## src/rmgu_pkg.sv

```systemverilog
// Shared types, constants and helper functions for the rotation matrix gyro update block.
// Every module of the block imports this package; it depends on nothing else.
`default_nettype none

package rmgu_pkg;

  localparam int VAL_W         = 18;
  localparam int NUM_ROWS      = 3;
  localparam int ROW_W         = 3 * VAL_W;
  localparam int FRAC_BITS_DEF = 16;
  // Words accepted but not yet delivered: one in the output register, one in the collector.
  localparam int MAX_INFLIGHT  = 2;

  localparam int IN_DATA_W  = ((ROW_W + 7) / 8) * 8;
  localparam int IN_USER_W  = 3;
  localparam int OUT_DATA_W = ((NUM_ROWS * ROW_W + 7) / 8) * 8;

  typedef logic signed [VAL_W-1:0] val_t;
  typedef logic [1:0] row_idx_t;

  localparam row_idx_t ROW_A = 2'd0;
  localparam row_idx_t ROW_B = 2'd1;
  localparam row_idx_t ROW_C = 2'd2;

  localparam logic ACT_INTEGRATE = 1'b0;
  localparam logic ACT_LOAD      = 1'b1;

  localparam val_t VAL_MAX = 18'sh1FFFF;
  localparam val_t VAL_MIN = 18'sh20000;

  // Element x sits in the lowest bits.
  typedef struct packed {
    val_t z;
    val_t y;
    val_t x;
  } row_t;

  // One row operation handed from the sequencer to memory and datapath.
  typedef struct packed {
    logic     action;
    row_idx_t sel;
    row_idx_t row;
    row_t     vec;
  } issue_t;

  // A finished row: written back to memory and collected for the output.
  typedef struct packed {
    logic     valid;
    row_idx_t row;
    row_t     data;
  } row_wr_t;

  // 1.0 in the chosen format, clipped when it does not fit.
  function automatic val_t unit_value(int frac);
    if (frac >= VAL_W - 1) begin
      return VAL_MAX;
    end
    return val_t'(1 << frac);
  endfunction

  function automatic row_t identity_row(row_idx_t row, int frac);
    row_t r;
    r = '0;
    case (row)
      ROW_A: begin
        r.x = unit_value(frac);
      end
      ROW_B: begin
        r.y = unit_value(frac);
      end
      ROW_C: begin
        r.z = unit_value(frac);
      end
      default: begin
        r = '0;
      end
    endcase
    return r;
  endfunction

endpackage

`default_nettype wire

```

## src/rmgu_row_mem.sv

```systemverilog
// Row memory of the attitude matrix: three rows, one write and one registered read per cycle.
// Uses rmgu_pkg; rows never written since reset read as the identity matrix.
`default_nettype none

module rmgu_row_mem #(
  parameter int FRAC_BITS = rmgu_pkg::FRAC_BITS_DEF
) (
  input  logic               clk,
  input  logic               rst,
  input  rmgu_pkg::row_idx_t rd_addr,
  output rmgu_pkg::row_t     rd_row,
  input  rmgu_pkg::row_wr_t  wr
);
  import rmgu_pkg::*;

  row_t                mem [NUM_ROWS];
  logic [NUM_ROWS-1:0] vld;
  row_t                mem_rd;
  logic                rd_vld;
  row_idx_t            rd_addr_q;

  always_ff @(posedge clk) begin
    if (wr.valid) begin
      mem[wr.row] <= wr.data;
    end
    mem_rd    <= mem[rd_addr];
    rd_addr_q <= rd_addr;
  end

  always_ff @(posedge clk) begin
    if (rst) begin
      vld    <= '0;
      rd_vld <= 1'b0;
    end else begin
      if (wr.valid) begin
        vld[wr.row] <= 1'b1;
      end
      rd_vld <= vld[rd_addr];
    end
  end

  assign rd_row = rd_vld ? mem_rd : identity_row(rd_addr_q, FRAC_BITS);

endmodule

`default_nettype wire

```

## config.mk

```make
export PLATFORM = sky130hd
export DESIGN_NAME = rmgu_row_mem
export DESIGN_NICKNAME = d
export VERILOG_FILES = /design/src/rmgu_pkg.sv /design/src/rmgu_row_mem.sv
export SDC_FILE = /design/constraint.sdc
export NUM_CORES = 1
export LEC_CHECK = 0
export ABC_CLOCK_PERIOD_IN_PS = 6100
export BUFFER_PORTS_ARGS = -buffer_cell sky130_fd_sc_hd__buf_2
export CORE_MARGIN = 2
export CORE_UTILIZATION = 50
export CTS_BUF_LIST = sky130_fd_sc_hd__clkbuf_2
export CTS_CLUSTER_DIAMETER = 120
export DETAILED_ROUTE_END_ITERATION = 10
export PLACE_DENSITY = 0.68
export SYNTH_ARGS = -nofsm -noshare
export SYNTH_HDL_FRONTEND = slang
export SYNTH_SLANG_ARGS = --single-unit
export TNS_END_PERCENT = 100
```

## constraint.sdc

```tcl
create_clock -name clk -period 6.1 [get_ports clk]
set_clock_uncertainty 0.1 [all_clocks]
set_input_delay 0.61 -clock clk [delete_from_list [all_inputs] [get_ports clk]]
set_output_delay 0.61 -clock clk [all_outputs]
set_load 0.05 [all_outputs]
```

==> results.json <==
{
  "p_total_mw": 2.81,
  "path_class": "reg -> out",
  "num_antenna_cells": 0,
  "post_synth.cell_area_avg_um2": 16.1,
  "timing.max_cap.violations": 0,
  "yosys.area_share.simple": 0.0752,
  "synth.distinct_cells": 20,
  "synthDominantCellAreaShare": 0.633,
  "cts_tree": "yes",
  "final_antenna_net_count": 0,
  "routed-via-count": 4393,
  "cts_hold_buf": 55,
  "top_layer": "met4",
  "yosysWarnings": 0,
  "dieHeight_um": 128,
  "status": "complete, no violations",
  "drive_above_1_share": 0.293,
  "irDropWorstVdd_v": 0.000193,
  "wirelength_um": 13500,
  "vias_per_cell": 4.84,
  "slew_violations": 0,
  "synth_largest_area_cell": "edfxtp_1",
  "path_buf_inv": 1,
  "critPathMaxFanout": 57,
  "max_freq_ghz": 0.335,
  "cts_setup_buffers": 0,
  "synth_xor_area_frac": 0,
  "netlist_area_mm2": 0.00769,
  "power_density_mw_per_mm2": 299,
  "final_cell_mix": "162 x edfxtp_1, 112 x buf_2, 86 x clkbuf_2",
  "wl_met3_um": 672,
  "avgRoutedWirePerCell_um": 14.8,
  "synth-seq-cells": 222,
  "dp.cells": 758,
  "hold_path_class": "reg -> reg",
  "cp-start-kind": "flop",
  "end_kind": "output port",
  "netlist_instances": 477,
  "insertion_delay_ps": 730,
  "n_fill_cell": 1223,
  "antenna_found_initial": 0,
  "synth_top_family_by_area": "simple AND/OR/NAND/NOR gates",
  "r2r_cells": 2,
  "met1Wirelength_um": 5860,
  "setup_viol": 0,
  "p_leak_nw": 3.88,
  "rsz0062_at_grt": "false",
  "drtIter0Drc": 269,
  "fin_ws_ps": 3120,
  "min_path_cells": 2,
  "timing.final.crit_share": 0.489,
  "post_cts_resized": 0,
  "regArea_mm2": 0.00607,
  "grt.total_usage": 0.169,
  "route.detailed.drc": 0,
  "grt_pass1_vias": 4592,
  "postLayoutCoreUtil": 0.622,
  "synthMuxAreaShare": 0.0717,
  "hold_viol_final": 0,
  "synth_nets": 538,
  "place_congestion": 0.634,
  "place_hpwl_um": 6900,
  "htreeDepth": 2,
  "cp.depth": 3,
  "dieArea_mm2": 0.0164,
  "tightestPinTransition_ps": 1090,
  "final_common_cell": "edfxtp_1",
  "core_mm2": 0.0151,
  "portBuffers": 114,
  "numCtsBuffers": 52,
  "first_pass_iters": 4,
  "yosysSeqAreaShare": 0.789,
  "cp_cell_sequence": "nand2_1 -> o31ai_1 -> buf_2",
  "numClockSinks": 222,
  "finalNonFillerCells": 908,
  "slew_headroom": 0.274,
  "critPathSlowestCell": "dfxtp_2",
  "period_needed_ps": 2980,
  "area_growth_pct": 22.0,
  "synth_compound_area_frac": 0.0426,
  "multiInputGateArea_mm2": 0.00147,
  "grt_overflow": 0,
  "cts-root-buf": "clkbuf_2",
  "cp.required_ps": 5390,
  "path_clk_slew_ps": 120,
  "finalSetupTns_ps": 0,
  "routed-wl-met2_um": 6740,
  "clock_path_buffers": 3,
  "grt_start_max_net_pins": 112,
  "initial_core_util": 0.510,
  "fp.dieW_um": 128,
  "grt_pass1_wl_um": 21400,
  "ios": 115,
  "rows": 45,
  "preCtsSetupSlack_ps": 3780,
  "critical_path.top_delay_family": "flip-flops",
  "synth_area_leaders": "edfxtp_1 63%, dfxtp_1 16%, mux2i_1 7.0%",
  "slowest_delay_ps": 970,
  "synth-adder-area-share": 0,
  "worstPathArrival_ps": 2270,
  "final_net_count": 740
}
-- tightest hold or removal path, delay by kind of cell (launching register included) --
family	cells	cell delay [ps]
flip-flops	1	330
AO/OA/AOI/OAI	1	60
AND/OR/NAND/NOR	1	50
-- routing by layer --
metal | GRT usage | vias to the layer above
met5 | 0 | -
met4 | 0.0646 | 0
met3 | 0.0497 | 19
met2 | 0.293 | 123
met1 | 0.200 | 2098
li1 | - | 2153
-- path summary, 6_finish.rpt --
path,start,endpoint,slack [ps]
worst max-delay path,rd_vld$_SDFF_PP0_,rd_row[16],3120
worst min-delay path,mem[2][34]$_DFFE_PP_,mem_rd[34]$_DFF_P_,340
worst max register to register,vld[0]$_SDFFE_PP0P_,rd_vld$_SDFF_PP0_,5120
worst min register to register,mem[2][34]$_DFFE_PP_,mem_rd[34]$_DFF_P_,340
-- layout make-up --
type / instances / area share
multi-input cells: 231 / 0.156
clock buffers: 86 / 0.0459
repair buffers: 172 / 0.122
well taps: 188 / 0.0251
flip-flops and latches: 222 / 0.647
clock inverters: 9 / 0.00387
-- cell usage after synthesis (all sizes together) --
| cell | count |
|---|---|
| dfxtp | 60 |
| o31ai | 1 |
| nor2 | 2 |
| nor3b | 1 |
| o21ba | 3 |
| o21ai | 56 |
| nand2b | 2 |
| nand2 | 57 |
| mux2i | 54 |
| and2 | 51 |
| and3b | 2 |
| mux2 | 1 |
| buf | 16 |
| edfxtp | 162 |
| a32o | 1 |
| clkbuf | 8 |
-- state kept, by name (all words and copies together), names as in the netlist --
register / count
rd_vld: 1
vld: 3
mem: 162
mem_rd: 54
rd_addr_q: 2
-- cells by family (layout without fill, tap and decap cells) --
group	Yosys count	after routing
AOI/OAI and AO/OA	61	61
and+or+nand+nor	115	115
DFF	222	222
buffers and inverters	24	267
muxes	55	55
-- stage by stage --
| step | hold WS (ps) | cell area [um2] |
|---|---|---|
| floorplan | 324 | 7690 |
| global placement | 330 | 8370 |
| detailed placement | 340 | 8370 |
| CTS | 339 | 9380 |
| global route | 357 | 9380 |
| finish | 342 | 9380 |
-- power breakdown --
part	leakage, nW	total, mW	internal (mW)	switching, mW
clock	0.376	0.898	0.366	0.532
sequential	1.99	1.73	1.71	0.0238
combinational	1.51	0.183	0.0768	0.106
total	3.88	2.81	2.15	0.662
Power figures use the tool's default switching activity.
