==> src/rmgu_pkg.sv <==
// Shared types, constants and helper functions for the rotation matrix gyro update block.
// Every module of the block imports this package; it depends on nothing else.
`default_nettype none

package rmgu_pkg;

  localparam int VAL_W         = 18;
  localparam int NUM_ROWS      = 3;
  localparam int ROW_W         = 3 * VAL_W;
  localparam int FRAC_BITS_DEF = 16;
  // Words accepted but not yet delivered: one in the output register, one in the collector.
  localparam int MAX_INFLIGHT  = 2;

  localparam int IN_DATA_W  = ((ROW_W + 7) / 8) * 8;
  localparam int IN_USER_W  = 3;
  localparam int OUT_DATA_W = ((NUM_ROWS * ROW_W + 7) / 8) * 8;

  typedef logic signed [VAL_W-1:0] val_t;
  typedef logic [1:0] row_idx_t;

  localparam row_idx_t ROW_A = 2'd0;
  localparam row_idx_t ROW_B = 2'd1;
  localparam row_idx_t ROW_C = 2'd2;

  localparam logic ACT_INTEGRATE = 1'b0;
  localparam logic ACT_LOAD      = 1'b1;

  localparam val_t VAL_MAX = 18'sh1FFFF;
  localparam val_t VAL_MIN = 18'sh20000;

  // Element x sits in the lowest bits.
  typedef struct packed {
    val_t z;
    val_t y;
    val_t x;
  } row_t;

  // One row operation handed from the sequencer to memory and datapath.
  typedef struct packed {
    logic     action;
    row_idx_t sel;
    row_idx_t row;
    row_t     vec;
  } issue_t;

  // A finished row: written back to memory and collected for the output.
  typedef struct packed {
    logic     valid;
    row_idx_t row;
    row_t     data;
  } row_wr_t;

  // 1.0 in the chosen format, clipped when it does not fit.
  function automatic val_t unit_value(int frac);
    if (frac >= VAL_W - 1) begin
      return VAL_MAX;
    end
    return val_t'(1 << frac);
  endfunction

  function automatic row_t identity_row(row_idx_t row, int frac);
    row_t r;
    r = '0;
    case (row)
      ROW_A: begin
        r.x = unit_value(frac);
      end
      ROW_B: begin
        r.y = unit_value(frac);
      end
      ROW_C: begin
        r.z = unit_value(frac);
      end
      default: begin
        r = '0;
      end
    endcase
    return r;
  endfunction

endpackage

`default_nettype wire

==> src/rmgu_out_buf.sv <==
// Output side: collects the three finished rows of a word and holds the result word.
// Uses rmgu_pkg; a completed word waits in the collector while the output register is full.
`default_nettype none

module rmgu_out_buf (
  input  logic                              clk,
  input  logic                              rst,
  input  rmgu_pkg::row_wr_t                 wr,
  output logic                              m_tvalid,
  input  logic                              m_tready,
  output logic [rmgu_pkg::OUT_DATA_W-1:0]   m_tdata,
  output logic                              delivered
);
  import rmgu_pkg::*;

  localparam int PAD_W = OUT_DATA_W - NUM_ROWS * ROW_W;

  row_t coll_a, coll_b, coll_c;
  row_t out_a, out_b, out_c;
  logic pend;
  logic out_free;
  logic last;

  assign out_free  = !m_tvalid || m_tready;
  assign last      = wr.valid && (wr.row == ROW_C);
  assign delivered = m_tvalid && m_tready;
  assign m_tdata   = {{PAD_W{1'b0}}, out_c, out_b, out_a};

  always_ff @(posedge clk) begin
    if (rst) begin
      m_tvalid <= 1'b0;
      pend     <= 1'b0;
    end else if (pend) begin
      if (out_free) begin
        m_tvalid <= 1'b1;
        pend     <= 1'b0;
      end
    end else if (last) begin
      if (out_free) begin
        m_tvalid <= 1'b1;
      end else begin
        pend <= 1'b1;
      end
    end else if (m_tready) begin
      m_tvalid <= 1'b0;
    end
  end

  always_ff @(posedge clk) begin
    if (wr.valid && (wr.row == ROW_A)) begin
      coll_a <= wr.data;
    end
    if (wr.valid && (wr.row == ROW_B)) begin
      coll_b <= wr.data;
    end
    if (last) begin
      coll_c <= wr.data;
    end
    if (pend && out_free) begin
      out_a <= coll_a;
      out_b <= coll_b;
      out_c <= coll_c;
    end else if (last && !pend && out_free) begin
      out_a <= coll_a;
      out_b <= coll_b;
      out_c <= wr.data;
    end
  end

  // The admission limit keeps new rows away while a finished word waits in the collector.
  a_no_row_while_pending: assert property (@(posedge clk) disable iff (rst)
    !(pend && wr.valid))
    else $error("row arrived while a finished word waits in the collector");

  // The rows of one word arrive in consecutive cycles, row a first.
  a_row_order: assert property (@(posedge clk) disable iff (rst)
    (wr.valid && (wr.row == ROW_A)) |=> (wr.valid && (wr.row == ROW_B)))
    else $error("row b did not follow row a");

endmodule

`default_nettype wire
==> config.mk <==
export PLATFORM = sky130hd
export DESIGN_NAME = rmgu_out_buf
export DESIGN_NICKNAME = d
export VERILOG_FILES = /design/src/rmgu_pkg.sv /design/src/rmgu_out_buf.sv
export SDC_FILE = /design/constraint.sdc
export NUM_CORES = 1
export LEC_CHECK = 0
export BUFFER_PORTS_ARGS = -buffer_cell sky130_fd_sc_hd__buf_4
export CORE_MARGIN = 3
export CORE_UTILIZATION = 35
export DETAILED_ROUTE_END_ITERATION = 10
export GPL_ROUTABILITY_DRIVEN = 0
export RECOVER_POWER = 25
export SLEW_MARGIN = 20
export SYNTH_ARGS = -nofsm -noshare
export SYNTH_HDL_FRONTEND = slang
export SYNTH_SLANG_ARGS = --single-unit
==> constraint.sdc <==
create_clock -name clk -period 10 [get_ports clk]
set_clock_uncertainty 0.15 [all_clocks]
set_input_delay 2 -clock clk [delete_from_list [all_inputs] [get_ports clk]]
set_output_delay 2 -clock clk [all_outputs]
set_load 0.005 [all_outputs]
==> results of run 1 <==
## synth_stat cells, drive strengths merged
cell type,n
a21oi,1
and2,1
and3b,2
buf,11
conb,1
dfxtp,2
edfxtp,324
mux2,54
nand2,1
nand2b,1
nor2,1
nor3,1
nor3b,1
o21a,1
## cell type report
class | instances | share of cell area, %
Sequential cell | 326 | 70.2
Tap cell | 390 | 3.51
Clock inverter | 20 | 1.90
Multi-Input combinational cell | 70 | 6.57
Timing Repair Buffer | 229 | 11.4
Clock buffer | 39 | 6.41
Antenna cell | 1 | 0.0180
## cells by family (layout without fill, tap and decap cells)
| logic type | Yosys count | after routing | synth area share (%) |
|---|---|---|---|
| flip-flops | 326 | 326 | 90.9 |
| buffers and inverters | 11 | 288 | 0.943 |
| AO/OA/AOI/OAI | 2 | 2 | 0.116 |
| multiplexers | 54 | 54 | 7.40 |
| AND/OR/NAND/NOR | 8 | 8 | 0.605 |
| other | 1 | 7 | 0.0349 |
## stage by stage
step                      power, uW  util (%)
after global placement         1710      43.0
after detailed placement       1710      43.0
after floorplan                1640         -
final                          2950      46.4
after global routing           3060      46.4
after CTS                      3000      46.9
## power by group through the flow
stage / clock network [uW] / registers [uW] / logic, uW
after detailed placement: 0 / 1610 / 104
after global routing: 1380 / 1580 / 104
after CTS: 1320 / 1580 / 104
after global placement: 0 / 1600 / 101
final: 1280 / 1580 / 95.3
after floorplan: 0 / 1610 / 33.7
## registers in the layout, summed over array words and instances (netlist names)
register and count:
pend 1, coll_a 54, m_tvalid 1, coll_c 54
coll_b 54, m_tdata 162
## metal layers
metal  GRT usage [%]  vias up  share of wire (%)
met3            3.74       30                8.1
met4            3.17        0                1.7
met5               0        -                  0
met2            19.0      185                 49
li1                -     2122                  -
met1            14.7     2372                 41
## worst register-to-register path: cells and delay by family (launching register included)
family                 cells  cell delay (ps)
flip-flops                 1              390
buffers and inverters      1              810
multiplexers               1              470
AND/OR/NAND/NOR            2              170
## worst paths after layout
path                              start                     end  slack [ps]
hold / removal     coll_b[32]$_DFFE_PP_   m_tdata[86]$_DFFE_PP_         260
setup reg to reg  m_tvalid$_SDFFE_PP0P_  m_tdata[160]$_DFFE_PP_        7770
hold reg to reg    coll_b[32]$_DFFE_PP_   m_tdata[86]$_DFFE_PP_         260
setup / recovery               m_tready               delivered        5470
==> flow_summary.ini, run 1 <==
[critical_path]
cpPeakStageDelay_ps = 140
critPathMostFrequentCell = buf_4
crit_path_end_kind = output pin
cp_top_family = buffers and inverters
cp.arrival_ps = 2380
cp_num_cells = 3
path_class = primary input to output pin
required_ps = 7850
worst_setup_path_start_kind = primary input
crit_buf_inv = 2
crit_chain = buf_4, and2_1, buf_4
path_max_fanout = 2
cpMaxStageDelayCell = and2_1
reg2reg_depth = 4

[pwr]
clkPwrFrac_pct = 43.3
power_density_nw_per_um2 = 212
leakage_uw = 0.00507
comb_power_share_pct = 3.2
internal_power_uw = 2410
ir_worst_vdd_mv = 0.108
pwr-share-seq_pct = 53.5
power_switching_uw = 546
sw_frac_of_total_pct = 18.5

[finish]
multi_input_area_sq_um = 913
mostFrequentLayoutCell = edfxtp_1
drive_above_1_share_pct = 44.4
num-fill-cells = 2549
final_cell_mix = edfxtp_1 (324), buf_4 (192), mux2_4 (50)
fin_cells = 1075
fin_nets = 721
register_area_sq_um = 9770
stdcell_area_sq_um = 13900
syn2layout_area_growth_pct = 29.4

[floorplan]
rows = 63
die_area_sq_um = 32800
start_util_pct = 35.9
die_height_um = 181
die_w_um = 181
pin_count = 230
core_region_area_sq_um = 30000

[sta]
setup_tns_ps = 0
drv_slew = 0
hold_violations = 0
fin_ws_ps = 5470
whs_ps = 258
finalSetupViolations = 0
tightest_slew_ps = 1090
timing.fmax_mhz = 221
rsz0062_at_grt = no
period_share_pct = 45.3
min_period_ps = 4530
slew-limit-headroom_pct = 27.7

[yosys]
synth_seq_cells = 326
syn_inst = 402
synth_top_area_share_pct = 90.5
synth_warnings = 0
ys_types = 16
synth_area_sq_um = 10700
synth.largest_area_cell = edfxtp_1
seq_area_frac_synth_pct = 90.9
synth.area.top_cells = edfxtp_1 (91%), mux2_4 (7.0%), buf_6 (0.52%)
syn_avg_cell_area_sq_um = 26.7

[clock_network]
clk_latency_ps = 490
numCtsBuffers = 34
cts_buffer_depth = 3
hold_buffers = 0
numClockSinks = 326
post_cts_buffers = 0
cts.clk_slew.worst_paths_ps = 60
cts_resized = 0
root_buffer = clkbuf_16
htree_levels = 2
cts_tree = yes

[routing]
drt-initial-drc-count = 248
routedWlPerCell_um = 18.1
drc = 0
via_count = 4709
dr.pass1.iters = 4
viasPerCell = 4.38
drt_wl_total_um = 19500
ant_nets = 0

[grt]
grt_pass1_wl_um = 29600
gr-total-overflow = 0
grt_pass1_vias = 4990
grt_start_max_net_pins = 81
grt_antenna_before_repair = 1
grt_usage_pct = 11.5

[job]
drv_cap = 0

[placement]
dpl_cell_area_sq_um = 12900
dpl.cell_count = 1015
dp_slack_ps = 5470
dp_hpwl_um = 12000
portBuffers = 223

[worst_hold_path]
min_path_type = flip-flop to flip-flop
hold_depth = 0

[run_status]
status = completed
Note: power is estimated with default switching activity, not from simulation.
==> run 2, diff against run 1 <==
- clock period: 10 -> 4.7 ns (I/O delays scaled with it)
==> run 2 against run 1 <==
  * Sequential share of layout area is 0.49 points higher
  * Sequential power is 110% higher
  * Non-clock buffer count did not move
  * First-iteration DRC count up 17%
  * Core utilization down 0.32 points
  * Routed wire length grew 0.86%
  * Via count decreased by 0.96%
  * Critical path type unchanged
  * Largest cell class unchanged
  * Largest power group unchanged
==> flow_summary.ini, run 2 (same netlist as run 1, synthesis figures left out) <==
[grt]
grt_usage_pct = 11.6
met2_usage_pct = 17.9
use_met1_pct = 15.8
use_met3_pct = 4.13
grt_pass1_wl_um = 29800
gr-total-overflow = 0
grt_start_max_net_pins = 163
grt_pass1_vias = 5017
grt_busiest_layer = met2
grt_antenna_before_repair = 1

[finish]
final_cell_mix = edfxtp_1 (324), buf_4 (193), mux2_4 (50)
final_util_pct = 46.1
diodes = 0
stdcell_area_sq_um = 13800
mostFrequentLayoutCell = edfxtp_1
drive_above_1_share_pct = 44.7
num-fill-cells = 2537
fin_nets = 718
syn2layout_area_growth_pct = 28.5
largest_register_ffs = 162
fin_cells = 1072

[sta]
period_share_pct = 51.3
finalSetupViolations = 0
setup_tns_ps = 0
rsz0062_at_grt = no
whs_ps = 266
tightest_slew_ps = 913
min_period_ps = 2410
timing.fmax_mhz = 415
slew-limit-headroom_pct = 39.1
hold_violations = 0
drv_slew = 0

[pwr]
leakage_uw = 0.00502
ir_worst_vdd_mv = 0.230
internal_power_uw = 4860
power_density_nw_per_um2 = 437
comb_power_share_pct = 3.4
pwr-share-seq_pct = 55.6
sw_frac_of_total_pct = 19.4
clkPwrFrac_pct = 41.0
power_switching_uw = 1170

[critical_path]
reg2reg_from = m_tvalid$_SDFFE_PP0P_
required_ps = 3610
crit_path_start = m_tready
cpMaxStageDelayCell = and2_1
crit_path_end_kind = output pin
critPathMostFrequentCell = buf_4
path_max_fanout = 2
crit_chain = buf_4, and2_1, buf_4
worst_setup_path_start_kind = primary input
cp.arrival_ps = 1320
cpPeakStageDelay_ps = 140
path_class = primary input to output pin

[routing]
drc = 0
ant_nets = 0
drt_wl_total_um = 19600
routedWlPerCell_um = 18.3
dr.pass1.iters = 4
drt-initial-drc-count = 290
viasPerCell = 4.35
via_count = 4664

[worst_hold_path]
worstHoldStart = coll_a[22]$_DFFE_PP_
min_path_type = flip-flop to flip-flop

[floorplan]
rows = 63
start_util_pct = 35.9
die_w_um = 181
die_height_um = 181
pin_count = 230
die_area_sq_um = 32800
core_region_area_sq_um = 30000

[clock_network]
cts_buffer_depth = 3
numCtsBuffers = 31
post_cts_buffers = 0
htree_levels = 1
numClockSinks = 326
root_buffer = clkbuf_16
cts_resized = 0
hold_buffers = 0
cts_tree = yes
cts.clk_slew.worst_paths_ps = 70
clk_latency_ps = 540

[placement]
dpl_cell_area_sq_um = 12900
dp_hpwl_um = 12000
portBuffers = 223
dpl.cell_count = 1015

[job]
drv_cap = 0

[run_status]
status = completed
run 2: cell types whose count changed in the layout (fill, tap and decap cells not counted):
cell       change
buf_12         +1
inv_6          +3
diode_2        -1
clkbuf_1       -4
buf_4          +1
clkbuf_16      -4
bufinv_16      -2
nor3b_4        +1
clkinv_1       +1
clkinv_4       +2
nor3b_2        -1
run 2: routing by layer:
| metal | vias up | wire [um] |
|---|---|---|
| met4 | 2 | 304 |
| met1 | 2334 | 8500 |
| met2 | 176 | 9150 |
| met3 | 28 | 1690 |
| li1 | 2124 | - |
| met5 | - | 8 |
run 2: final timing paths:
kind | to | slack (ps) | cells past startpoint
min reg2reg | m_tdata[22]$_DFFE_PP_ | 270 | 0
max | delivered | 2290 | 3
max reg2reg | m_tdata[108]$_DFFE_PP_ | 2560 | 4
min | m_tdata[22]$_DFFE_PP_ | 270 | 0
run 2: final cells by class:
type / count / area (sq um) / area share (%)
flip-flops and latches: 326 / 9770 / 70.7
well taps: 390 / 488 / 3.53
clock buffers: 33 / 783 / 5.67
clock inverters: 24 / 251 / 1.82
multi-input cells: 70 / 920 / 6.66
repair buffers: 229 / 1600 / 11.6
run 2: power groups by stage:
stage	clock network [uW]	logic, uW	registers [uW]
2_1_floorplan	0	72.1	3420
3_3_place_gp	0	216	3420
3_5_place_dp	0	224	3420
4_1_cts	2560	225	3360
5_1_grt	2700	225	3360
6_report	2480	205	3360
run 2: critical path: cells and delay by family:
kind / cells / cell delay (ps)
and+or+nand+nor: 1 / 140
buffers and inverters: 2 / 240
run 2: metrics by stage:
stage	setup slack (ps)	power [uW]
CTS	2290	6150
floorplan	115	3490
detailed placement	1780	3640
global placement	1840	3630
global route	2270	6290
finish	2290	6040
